==> config.mk <==
export PLATFORM = sky130hd
export DESIGN_NAME = strip_pulse_peak_window_top
export DESIGN_NICKNAME = d
export VERILOG_FILES = /design/src/spw_pkg.sv /design/src/spw_tracker.sv /design/src/spw_result.sv /design/src/strip_pulse_peak_window_top.sv
export SDC_FILE = /design/constraint.sdc
export NUM_CORES = 1
export LEC_CHECK = 0
export BUFFER_PORTS_ARGS = -buffer_cell sky130_fd_sc_hd__buf_2
export CELL_PAD_IN_SITES_DETAIL_PLACEMENT = 0
export CELL_PAD_IN_SITES_GLOBAL_PLACEMENT = 1
export CORE_MARGIN = 2
export CORE_UTILIZATION = 38
export CTS_BUF_LIST = sky130_fd_sc_hd__clkbuf_16
export CTS_CLUSTER_SIZE = 16
export DETAILED_ROUTE_END_ITERATION = 7
export GPL_ROUTABILITY_DRIVEN = 0
export GPL_TIMING_DRIVEN = 0
export MAX_ROUTING_LAYER = met4
export PLACE_DENSITY_LB_ADDON = 0.1
export SLEW_MARGIN = 20
export SYNTH_ARGS = -nofsm -noshare
export SYNTH_HDL_FRONTEND = slang
export SYNTH_HIERARCHICAL = 1
export SYNTH_SLANG_ARGS = --single-unit
==> constraint.sdc <==
create_clock -name clk -period 10.1 [get_ports clk]
set_clock_uncertainty 0.2 [all_clocks]
set_input_delay 1.515 -clock clk [delete_from_list [all_inputs] [get_ports clk]]
set_output_delay 1.515 -clock clk [all_outputs]
set_load 0.1 [all_outputs]
==> src/spw_pkg.sv <==
// shared types and status codes of the strip pulse peak window block
`default_nettype none

package spw_pkg;

    // width of one adc sample and of one twice-height value
    localparam int SAMPLE_W = 12;
    localparam int HEIGHT_W = 14;

    // result status codes
    typedef enum logic [1:0] {
        ST_FOUND    = 2'd0,
        ST_EMPTY    = 2'd1,
        ST_BIN0     = 2'd2,
        ST_PAST_END = 2'd3
    } spw_status_t;

    // pedestal samples and the four samples around the peak
    typedef struct packed {
        logic [SAMPLE_W-1:0] s0;
        logic [SAMPLE_W-1:0] s1;
        logic [SAMPLE_W-1:0] prior;
        logic [SAMPLE_W-1:0] peak;
        logic [SAMPLE_W-1:0] after;
        logic [SAMPLE_W-1:0] after_two;
    } spw_window_t;

endpackage

`default_nettype wire

==> src/spw_tracker.sv <==
// per-sample peak tracking, window capture and closed-pulse snapshot register
`default_nettype none

module spw_tracker
    import spw_pkg::*;
#(
    parameter int MAX_SAMPLES = 8,
    localparam int CW = $clog2(MAX_SAMPLES + 1),
    localparam int BW = $clog2(MAX_SAMPLES)
)
(
    input  wire logic                clk,
    input  wire logic                rst_n,
    input  wire logic                in_take,
    input  wire logic [SAMPLE_W-1:0] adc_sample,
    input  wire logic                last_sample,
    input  wire logic                out_ready,
    output logic                     snap_valid,
    output logic [CW-1:0]            snap_count,
    output logic [BW-1:0]            snap_bin,
    output spw_window_t              snap_win
);

    localparam int EW = CW + 1;

    logic [CW-1:0]       count_reg, count_next, count_upd;
    logic [SAMPLE_W-1:0] max_value_reg, max_value_next;
    logic [BW-1:0]       max_bin_reg, max_bin_next, max_bin_upd;
    logic [SAMPLE_W-1:0] prev_reg, prev_next;
    spw_window_t         win_reg, win_next;
    logic                snap_valid_reg, snap_valid_next;
    logic [CW-1:0]       snap_count_reg;
    logic [BW-1:0]       snap_bin_reg;
    spw_window_t         snap_win_reg;

    logic          room;
    logic          new_max;
    logic [BW-1:0] idx;
    logic          snap_load;

    // store one sample, track the first maximum and catch the window samples
    always_comb
    begin
        room           = count_reg < CW'(MAX_SAMPLES);
        idx            = count_reg[BW-1:0];
        new_max        = (count_reg == '0) || (adc_sample > max_value_reg);
        count_upd      = count_reg;
        max_value_next = max_value_reg;
        max_bin_upd    = max_bin_reg;
        prev_next      = prev_reg;
        win_next       = win_reg;
        if (in_take && room)
        begin
            if (count_reg == CW'(0))
            begin
                win_next.s0 = adc_sample;
            end
            if (count_reg == CW'(1))
            begin
                win_next.s1 = adc_sample;
            end
            if (new_max)
            begin
                max_value_next  = adc_sample;
                max_bin_upd     = idx;
                win_next.prior  = prev_reg;
                win_next.peak   = adc_sample;
            end
            else if (EW'(count_reg) == EW'(max_bin_reg) + EW'(1))
            begin
                win_next.after = adc_sample;
            end
            else if (EW'(count_reg) == EW'(max_bin_reg) + EW'(2))
            begin
                win_next.after_two = adc_sample;
            end
            prev_next = adc_sample;
            count_upd = count_reg + CW'(1);
        end
        count_next   = count_upd;
        max_bin_next = max_bin_upd;
        if (in_take && last_sample)
        begin
            count_next     = '0;
            max_value_next = '0;
            max_bin_next   = '0;
        end
    end

    // snapshot slot fills on a last sample and empties toward the output
    always_comb
    begin
        snap_load       = in_take && last_sample;
        snap_valid_next = snap_valid_reg;
        if (snap_load)
        begin
            snap_valid_next = 1'b1;
        end
        else if (out_ready)
        begin
            snap_valid_next = 1'b0;
        end
    end

    // control state
    always_ff @(posedge clk or negedge rst_n)
    begin
        if (!rst_n)
        begin
            count_reg      <= '0;
            max_value_reg  <= '0;
            max_bin_reg    <= '0;
            snap_valid_reg <= 1'b0;
        end
        else
        begin
            count_reg      <= count_next;
            max_value_reg  <= max_value_next;
            max_bin_reg    <= max_bin_next;
            snap_valid_reg <= snap_valid_next;
        end
    end

    // sample payload
    always_ff @(posedge clk)
    begin
        prev_reg <= prev_next;
        win_reg  <= win_next;
        if (snap_load)
        begin
            snap_count_reg <= count_upd;
            snap_bin_reg   <= max_bin_upd;
            snap_win_reg   <= win_next;
        end
    end

    assign snap_valid = snap_valid_reg;
    assign snap_count = snap_count_reg;
    assign snap_bin   = snap_bin_reg;
    assign snap_win   = snap_win_reg;

endmodule

`default_nettype wire

==> src/spw_result.sv <==
// status decision, pedestal-subtracted heights and output register
`default_nettype none

module spw_result
    import spw_pkg::*;
#(
    parameter int MAX_SAMPLES = 8,
    localparam int CW = $clog2(MAX_SAMPLES + 1),
    localparam int BW = $clog2(MAX_SAMPLES)
)
(
    input  wire logic                       clk,
    input  wire logic                       rst_n,
    input  wire logic                       snap_valid,
    input  wire logic [CW-1:0]              snap_count,
    input  wire logic [BW-1:0]              snap_bin,
    input  wire spw_window_t                snap_win,
    input  wire logic                       out_stall,
    output logic                            out_ready,
    output logic                            out_valid,
    output logic [1:0]                      status,
    output logic [2:0]                      peak_bin,
    output logic signed [HEIGHT_W-1:0]      height_before,
    output logic signed [HEIGHT_W-1:0]      height_peak,
    output logic signed [HEIGHT_W-1:0]      height_after,
    output logic signed [HEIGHT_W-1:0]      height_after_two
);

    localparam int EW = CW + 1;

    logic                       out_valid_reg;
    spw_status_t                status_reg, status_next;
    logic [2:0]                 peak_bin_reg, peak_bin_next;
    logic signed [HEIGHT_W-1:0] hb_reg, hp_reg, ha_reg, ha2_reg;
    logic signed [HEIGHT_W-1:0] hb_next, hp_next, ha_next, ha2_next;
    logic [BW+2:0]              bin_ext;

    // twice the pedestal-subtracted value: 2*s - s0 - s1
    function automatic logic signed [HEIGHT_W-1:0] twice_height(
        input logic [SAMPLE_W-1:0] s,
        input logic [SAMPLE_W-1:0] s0,
        input logic [SAMPLE_W-1:0] s1
    );
        logic [HEIGHT_W-1:0] v;
        v = {1'b0, s, 1'b0} - {2'b00, s0} - {2'b00, s1};
        return $signed(v);
    endfunction

    // classify the pulse and form the heights
    always_comb
    begin
        bin_ext       = {3'b000, snap_bin};
        peak_bin_next = bin_ext[2:0];
        hb_next       = '0;
        hp_next       = '0;
        ha_next       = '0;
        ha2_next      = '0;
        if (snap_count == '0)
        begin
            status_next   = ST_EMPTY;
            peak_bin_next = '0;
        end
        else if (snap_bin == '0)
        begin
            status_next = ST_BIN0;
        end
        else if (EW'(snap_bin) + EW'(2) >= EW'(snap_count))
        begin
            status_next = ST_PAST_END;
        end
        else
        begin
            status_next = ST_FOUND;
            hb_next     = twice_height(snap_win.prior, snap_win.s0, snap_win.s1);
            hp_next     = twice_height(snap_win.peak, snap_win.s0, snap_win.s1);
            ha_next     = twice_height(snap_win.after, snap_win.s0, snap_win.s1);
            ha2_next    = twice_height(snap_win.after_two, snap_win.s0, snap_win.s1);
        end
    end

    assign out_ready = !out_valid_reg || !out_stall;

    // output valid
    always_ff @(posedge clk or negedge rst_n)
    begin
        if (!rst_n)
        begin
            out_valid_reg <= 1'b0;
        end
        else if (out_ready)
        begin
            out_valid_reg <= snap_valid;
        end
    end

    // output payload
    always_ff @(posedge clk)
    begin
        if (out_ready && snap_valid)
        begin
            status_reg   <= status_next;
            peak_bin_reg <= peak_bin_next;
            hb_reg       <= hb_next;
            hp_reg       <= hp_next;
            ha_reg       <= ha_next;
            ha2_reg      <= ha2_next;
        end
    end

    assign out_valid        = out_valid_reg;
    assign status           = status_reg;
    assign peak_bin         = peak_bin_reg;
    assign height_before    = hb_reg;
    assign height_peak      = hp_reg;
    assign height_after     = ha_reg;
    assign height_after_two = ha2_reg;

endmodule

`default_nettype wire

==> src/strip_pulse_peak_window_top.sv <==
// top level of the strip pulse peak window block
//
//  channel | direction | handshake             | payload
//  --------+-----------+-----------------------+------------------------------------------
//  in      | into      | in_valid / in_stall   | adc_sample, last_sample
//  out     | out of    | out_valid / out_stall | status, peak_bin, height_before ..
//          |           |                       | height_after_two
//
// one sample per cycle while in_stall is low; each needs one compare and a window capture
// a pulse's result passes the snapshot register and then the output register
// a snapshot register and the output register part the sample side from the result side
// in_stall rises only when a finished pulse waits in the snapshot and the output is stalled
// reset clears counters and valid flags at once; sample registers need no clearing
`default_nettype none

module strip_pulse_peak_window_top
    import spw_pkg::*;
#(
    parameter int MAX_SAMPLES = 8
)
(
    input  wire logic                       clk,
    input  wire logic                       rst_n,
    input  wire logic                       in_valid,
    output logic                            in_stall,
    input  wire logic [SAMPLE_W-1:0]        adc_sample,
    input  wire logic                       last_sample,
    output logic                            out_valid,
    input  wire logic                       out_stall,
    output logic [1:0]                      status,
    output logic [2:0]                      peak_bin,
    output logic signed [HEIGHT_W-1:0]      height_before,
    output logic signed [HEIGHT_W-1:0]      height_peak,
    output logic signed [HEIGHT_W-1:0]      height_after,
    output logic signed [HEIGHT_W-1:0]      height_after_two
);

    localparam int CW = $clog2(MAX_SAMPLES + 1);
    localparam int BW = $clog2(MAX_SAMPLES);

    logic          in_take;
    logic          out_ready;
    logic          snap_valid;
    logic [CW-1:0] snap_count;
    logic [BW-1:0] snap_bin;
    spw_window_t   snap_win;

    // input handshake
    assign in_stall = snap_valid && !out_ready;
    assign in_take  = in_valid && !in_stall;

    spw_tracker #(
        .MAX_SAMPLES (MAX_SAMPLES)
    ) u_tracker (
        .clk         (clk),
        .rst_n       (rst_n),
        .in_take     (in_take),
        .adc_sample  (adc_sample),
        .last_sample (last_sample),
        .out_ready   (out_ready),
        .snap_valid  (snap_valid),
        .snap_count  (snap_count),
        .snap_bin    (snap_bin),
        .snap_win    (snap_win)
    );

    spw_result #(
        .MAX_SAMPLES (MAX_SAMPLES)
    ) u_result (
        .clk              (clk),
        .rst_n            (rst_n),
        .snap_valid       (snap_valid),
        .snap_count       (snap_count),
        .snap_bin         (snap_bin),
        .snap_win         (snap_win),
        .out_stall        (out_stall),
        .out_ready        (out_ready),
        .out_valid        (out_valid),
        .status           (status),
        .peak_bin         (peak_bin),
        .height_before    (height_before),
        .height_peak      (height_peak),
        .height_after     (height_after),
        .height_after_two (height_after_two)
    );

    // a last sample always leaves a pending pulse behind
    assert property (@(posedge clk) disable iff (!rst_n)
        in_take && last_sample |=> snap_valid)
        else $error("last sample accepted without a pending pulse");

    // a pending pulse moves on when the output slot is empty
    assert property (@(posedge clk) disable iff (!rst_n)
        snap_valid && !out_valid |=> out_valid)
        else $error("pending pulse did not reach the output");

    // a found peak never sits in bin 0 unless the bin index wrapped
    assert property (@(posedge clk) disable iff (!rst_n)
        out_valid && status == ST_FOUND && MAX_SAMPLES <= 8 |-> peak_bin != 3'd0)
        else $error("found status with peak in bin 0");

    // heights are zero unless a peak was found
    assert property (@(posedge clk) disable iff (!rst_n)
        out_valid && status != ST_FOUND |->
            height_before == '0 && height_peak == '0 &&
            height_after == '0 && height_after_two == '0)
        else $error("nonzero height without a found peak");

endmodule

`default_nettype wire
==> impl_metrics.tcl, run 1 <==
set metrics [dict create \
    slew-limit-headroom_pct 43.0 \
    start_kind "input port" \
    ff_latch_area_um2 6530 \
    fmaxAchievable_ghz 0.250 \
    layout_common_cells "152 x edfxtp_1, 85 x buf_2, 77 x ha_1" \
    nets 1178 \
    fp.dieArea_um2 33100 \
    synth-edff-count 152 \
    grt.total_usage_pct 17.9 \
    seq_area_frac_synth_pct 54.3 \
    yosysWarnings 6 \
    hold_violations 0 \
    post-dp-hpwl_mm 21.2 \
    clock_sink_count 245 \
    row_count 65 \
    grt_max_degree 58 \
    r2r_setup_slack_ps 6690 \
    totalWireLength_mm 28.1 \
    area_delta_synth_final_pct 15.6 \
    cts_made_buffers 28 \
    crit_fanout 4 \
    clockBufferDepth 3 \
    timing.setup.tns_ps 0 \
    syn_area_per_cell_um2 12.9 \
    ctsResizeCount 0 \
    start_util_pct 38.4 \
    h-tree-depth 1 \
    core_area_um2 31300 \
    fin_util_pct 44.4 \
    clkLatencyLatePin_ps 550 \
    rsz0062_at_grt "no" \
    ios 80 \
    synthesis.nets 1067 \
    vias 7403 \
    multi_input_area_um2 5130 \
    die_w_um 182 \
    root_buffer "clkbuf_16" \
    antenna_found_initial 1 \
    synth_cell_types 70 \
    drt_iter0_drc 386 \
    first_global_vias 7519 \
    maxCapViolations 0 \
    power_density_nw_per_um2 356 \
    synthFlopType "edfxtp_1" \
    end_kind "output port" \
    worst_ir_drop_vdd_mv 0.124 \
    final_common_cell "edfxtp_1" \
    arrival_ps 2280 \
    leakage_nw 5.64 \
    finalWorstPathRequiredPeriod_ps 3990 \
    cts_tree "done" \
    dieHeight_um 182 \
    wl_per_cell_um 19.2 \
    async_flop_share_pct 8.57 \
    ant_nets 0 \
    grt_pass1_wl_mm 44.2 \
    io_buffers 79 \
    tightest_slew_ps 855 \
    synth_top_area_share_pct 38.0 \
    ys_ff_latch 245 \
    routed_via_density 5.06 \
    final_max_slew_viol_count 0 \
    setup.worst_path.class "input port to output port" \
    r2r_cells 8 \
    cp.required_ps 8390 \
    syn_inst 929 \
    drcViolationCount 0 \
    synth.largest_area_cell "edfxtp_1" \
    synth_area_um2 12000 \
    num_antenna_cells 0 \
    timing.final.crit_share_pct 39.5 \
    min_path_cells 1 \
    synthTopCellsByArea "edfxtp_1 38%, dfxtp_1 12%, ha_1 8.0%, fa_1 7.3%, mux2_2 5.2%" \
    overflow 0 \
    outcome "completed" \
    first_pass_iters 4 \
    layout-drive-gt1-share_pct 19.2 \
    fill_cells 2874 \
    worstHoldPathType "flop to flop" \
    holdBufCountCts 0 \
    clk_pin_slew_worst_paths_ps 60 \
    postCtsSetupRepairBufs 0 \
    setup_viol 0 \
]
==> worst paths after layout <==
path	endpoint	startpoint
hold reg to reg	u_tracker/win_reg[3]	u_tracker/win_reg[3]
max in group asynchronous	u_tracker/count_reg[2]	rst_n
setup reg to reg	u_result/height_before[12]	u_tracker/snap_win[54]
min in group asynchronous	u_tracker/max_value_reg[4]	rst_n
setup / recovery	in_stall	out_stall
hold / removal	u_tracker/win_reg[3]	u_tracker/win_reg[3]
==> metal layers <==
| layer | track usage, % | share of wire (%) | vias to the layer above |
|---|---|---|---|
| met1 | 25.0 | 49 | 3598 |
| met5 | - | 0 | - |
| met3 | 2.41 | 3.7 | 47 |
| li1 | - | - | 3619 |
| met2 | 27.4 | 45 | 139 |
| met4 | 5.33 | 2.7 | 0 |
==> Yosys cell counts (3+ instances only) <==
master and instances:
o21ai_0 49, nor3_1 7, and2_1 6, o211ai_1 17
a21oi_1 56, nand2_1 36, a21o_1 18, clkbuf_1 19
a211oi_1 8, nand2b_1 6, o21a_1 3, mux2i_1 12
a21boi_0 5, nand4_1 9, mux2_2 56, and3_1 6
nand3_1 22, o21bai_1 8, ha_1 77, dfxtp_1 72
dfrtp_1 21, nor2b_1 6, xnor2_1 21, edfxtp_1 152
fa_1 44, mux2_1 4, inv_1 57, a31oi_1 4
buf_2 6, buf_6 3, nor3b_1 3, nor2_1 44
or3_1 5, xor2_1 19, nand3b_1 10
==> per-stage QoR <==
stage	setup slack (ps)	std cells	hold slack [ps]	power [mW]	area (um^2)
floorplan	4920	929	229	3.41	12000
detailed placement	5730	1412	248	3.97	13000
finish	6110	1464	257	4.95	13900
CTS	6100	1464	262	5.00	13900
global route	6070	1464	275	5.29	13900
global placement	3360	1410	239	3.95	12900
==> cell type report <==
cell class	count	area share [%]
flip-flops and latches	245	47.0
plain buffers	29	1.06
repair buffers	81	3.24
well taps	402	3.62
clock inverters	23	1.37
clock buffers	29	5.22
multi-input cells	597	36.9
inverters	58	1.57
==> power breakdown <==
| group | internal, mW | switching, mW | leakage (nW) |
|---|---|---|---|
| clock network | 0.595 | 0.411 | 0.457 |
| registers | 1.48 | 0.105 | 2.33 |
| logic | 0.801 | 1.55 | 2.86 |
==> kinds of logic after synthesis <==
| group | share of synthesized area [%] |
|---|---|
| simple gates | 7.59 |
| xor+xnor | 2.91 |
| mux | 6.62 |
| buf+inv | 3.00 |
| fa+ha+maj | 15.3 |
| compound gates | 10.2 |
| flops | 54.3 |
==> critical path: stages <==
cell and delay (ps):
buf_2 70, nand2_1 110, nor2b_4 150, buf_2 430
Power figures use the tool's default switching activity.
==> run 2: changes to the inputs <==
- clock period: 10.1 -> 3.4 ns (I/O delays scaled with it)
==> impl_metrics.tcl, run 2 (synthesized netlist as in run 1, its figures left out) <==
set metrics [dict create \
    outcome "completed" \
    swShare_pct 41.9 \
    end_kind "flop" \
    layout-drive-gt1-share_pct 18.9 \
    clkLatencyLatePin_ps 540 \
    nets 1178 \
    ant_nets 0 \
    rsz0062_at_grt "no" \
    totalWireLength_mm 27.9 \
    grt_max_degree 89 \
    timing.final.crit_share_pct 95.0 \
    combPwrFrac_pct 48.4 \
    drt_iter0_drc 416 \
    io_buffers 79 \
    cts_made_buffers 27 \
    overflow 0 \
    clkPwrFrac_pct 19.0 \
    worst_ir_drop_vdd_mv 0.378 \
    whs_ps 75.9 \
    p_int_mw 8.40 \
    postLayoutCellArea_um2 13800 \
    clk_pin_slew_worst_paths_ps 60 \
    power_density_nw_per_um2 1050 \
    cp.required_ps 3470 \
    switchingPower_mw 6.06 \
    crit_slowest_cell "a2111oi_2" \
    dieHeight_um 182 \
    layout_common_cells "152 x edfxtp_1, 85 x buf_2, 77 x ha_1" \
    h-tree-depth 1 \
    critPathMostFrequentCell "o21ai_0" \
    ios 80 \
    postCtsSetupRepairBufs 0 \
    cts_tree "done" \
    die_w_um 182 \
    slowest_delay_ps 500 \
    grt_pass1_wl_mm 43.1 \
    leakage_nw 5.63 \
    wl_per_cell_um 19.1 \
    maxCapViolations 0 \
    post-dp-hpwl_mm 21.1 \
    vias 7300 \
    hold_violations 0 \
    num_antenna_cells 0 \
    fp.dieArea_um2 33100 \
    arrival_ps 3300 \
    clockBufferDepth 3 \
    first_global_vias 7441 \
    start_kind "flop" \
    clock_sink_count 245 \
    cp_cell_sequence "inv_1 > fa_1 > ha_1 > o21ai_0 > nor2_1 > a2111oi_2 > o21ai_0 > mux2i_1" \
    first_pass_iters 4 \
    fmaxAchievable_ghz 0.309 \
    core_area_um2 31300 \
    area_delta_synth_final_pct 15.0 \
    final_max_slew_viol_count 0 \
    start_util_pct 38.4 \
    worstHoldPathType "input port to flop" \
    seq_power_share_pct 32.7 \
    dpl_cell_area_um2 13000 \
    setup_viol 0 \
    routed_via_density 5.00 \
    finalWorstPathRequiredPeriod_ps 3230 \
    slew-limit-headroom_pct 39.7 \
    grt.total_usage_pct 17.5 \
    root_buffer "clkbuf_16" \
    final_common_cell "edfxtp_1" \
    drcViolationCount 0 \
    antenna_found_initial 0 \
    setup.worst_path.class "flop to flop" \
    row_count 65 \
    fin_util_pct 44.2 \
    crit_fanout 5 \
    tightest_slew_ps 905 \
]
[run 2: cell count changes in the layout (fill, tap and decap cells not counted), sizes merged]
cell	previous run	this run
clkinvlp	4	1
buf	91	90
dlygate4sd3	0	2
bufinv	3	1
clkinv	10	6
inv	64	69
[run 2: cell type report]
cell class,count,area (um^2)
tap,402,503
clock inverter,19,110
buffer,29,154
fill,2931,17500
timing repair buffer,82,443
inverter,58,218
sequential,245,6530
clock buffer,29,726
multi-input combinational,597,5140
[run 2: final timing paths]
check	from	endpoint	slack (ps)	cells past startpoint
worst min-delay path	adc_sample[5]	u_tracker/prev_reg[5]	80	1
max in group asynchronous	rst_n	u_tracker/count_reg[2]	2330	2
worst max register to register	u_tracker/snap_win[51]	u_result/height_before[12]	170	8
min in group asynchronous	rst_n	u_tracker/max_value_reg[4]	300	2
worst max-delay path	u_tracker/snap_win[51]	u_result/height_before[12]	170	8
worst min register to register	u_tracker/win_reg[2]	u_tracker/win_reg[2]	270	1
[run 2: layer usage]
metal / routed length (um) / up-vias / GRT usage [%] / share of wire [%]
li1: - / 3613 / - / -
met1: 13600 / 3505 / 24.3 / 49
met2: 12500 / 135 / 27.1 / 45
met3: 1130 / 47 / 2.45 / 4.1
met4: 685 / 0 / 4.98 / 2.5
met5: 0 / - / - / 0
[run 2: through the flow]
step	cells	setup slack, ps	total power, mW	setup TNS (ps)
2_1_floorplan	929	49.7	10.1	0
3_3_place_gp	1410	-88.0	11.7	-2850
3_5_place_dp	1411	-32.1	11.8	-32.1
4_1_cts	1461	49.2	14.6	0
5_1_grt	1461	30.0	15.4	0
6_report	1461	169	14.5	0
[run 2: power by group through the flow]
stage | combinational, mW | sequential (mW) | clock (mW)
2_1_floorplan | 4.12 | 6.00 | 0
3_3_place_gp | 6.96 | 4.77 | 0
3_5_place_dp | 6.99 | 4.79 | 0
4_1_cts | 7.04 | 4.73 | 2.83
5_1_grt | 7.68 | 4.81 | 2.95
6_report | 6.99 | 4.72 | 2.74
[run 2: critical path, delay by kind of cell, from the launching register on]
family	cells	cell delay, ps
mux	1	160
compound gates	3	970
flops	1	370
simple gates	1	170
fa+ha+maj	2	870
buf+inv	1	230
[run 2: timing repair]
item,4_1_cts,5_1_grt
hold buffers,2,0
pin swaps,0,1
gates resized for setup,1,2
endpoints found under the setup margin,2,6
hold endpoints to repair,22,0
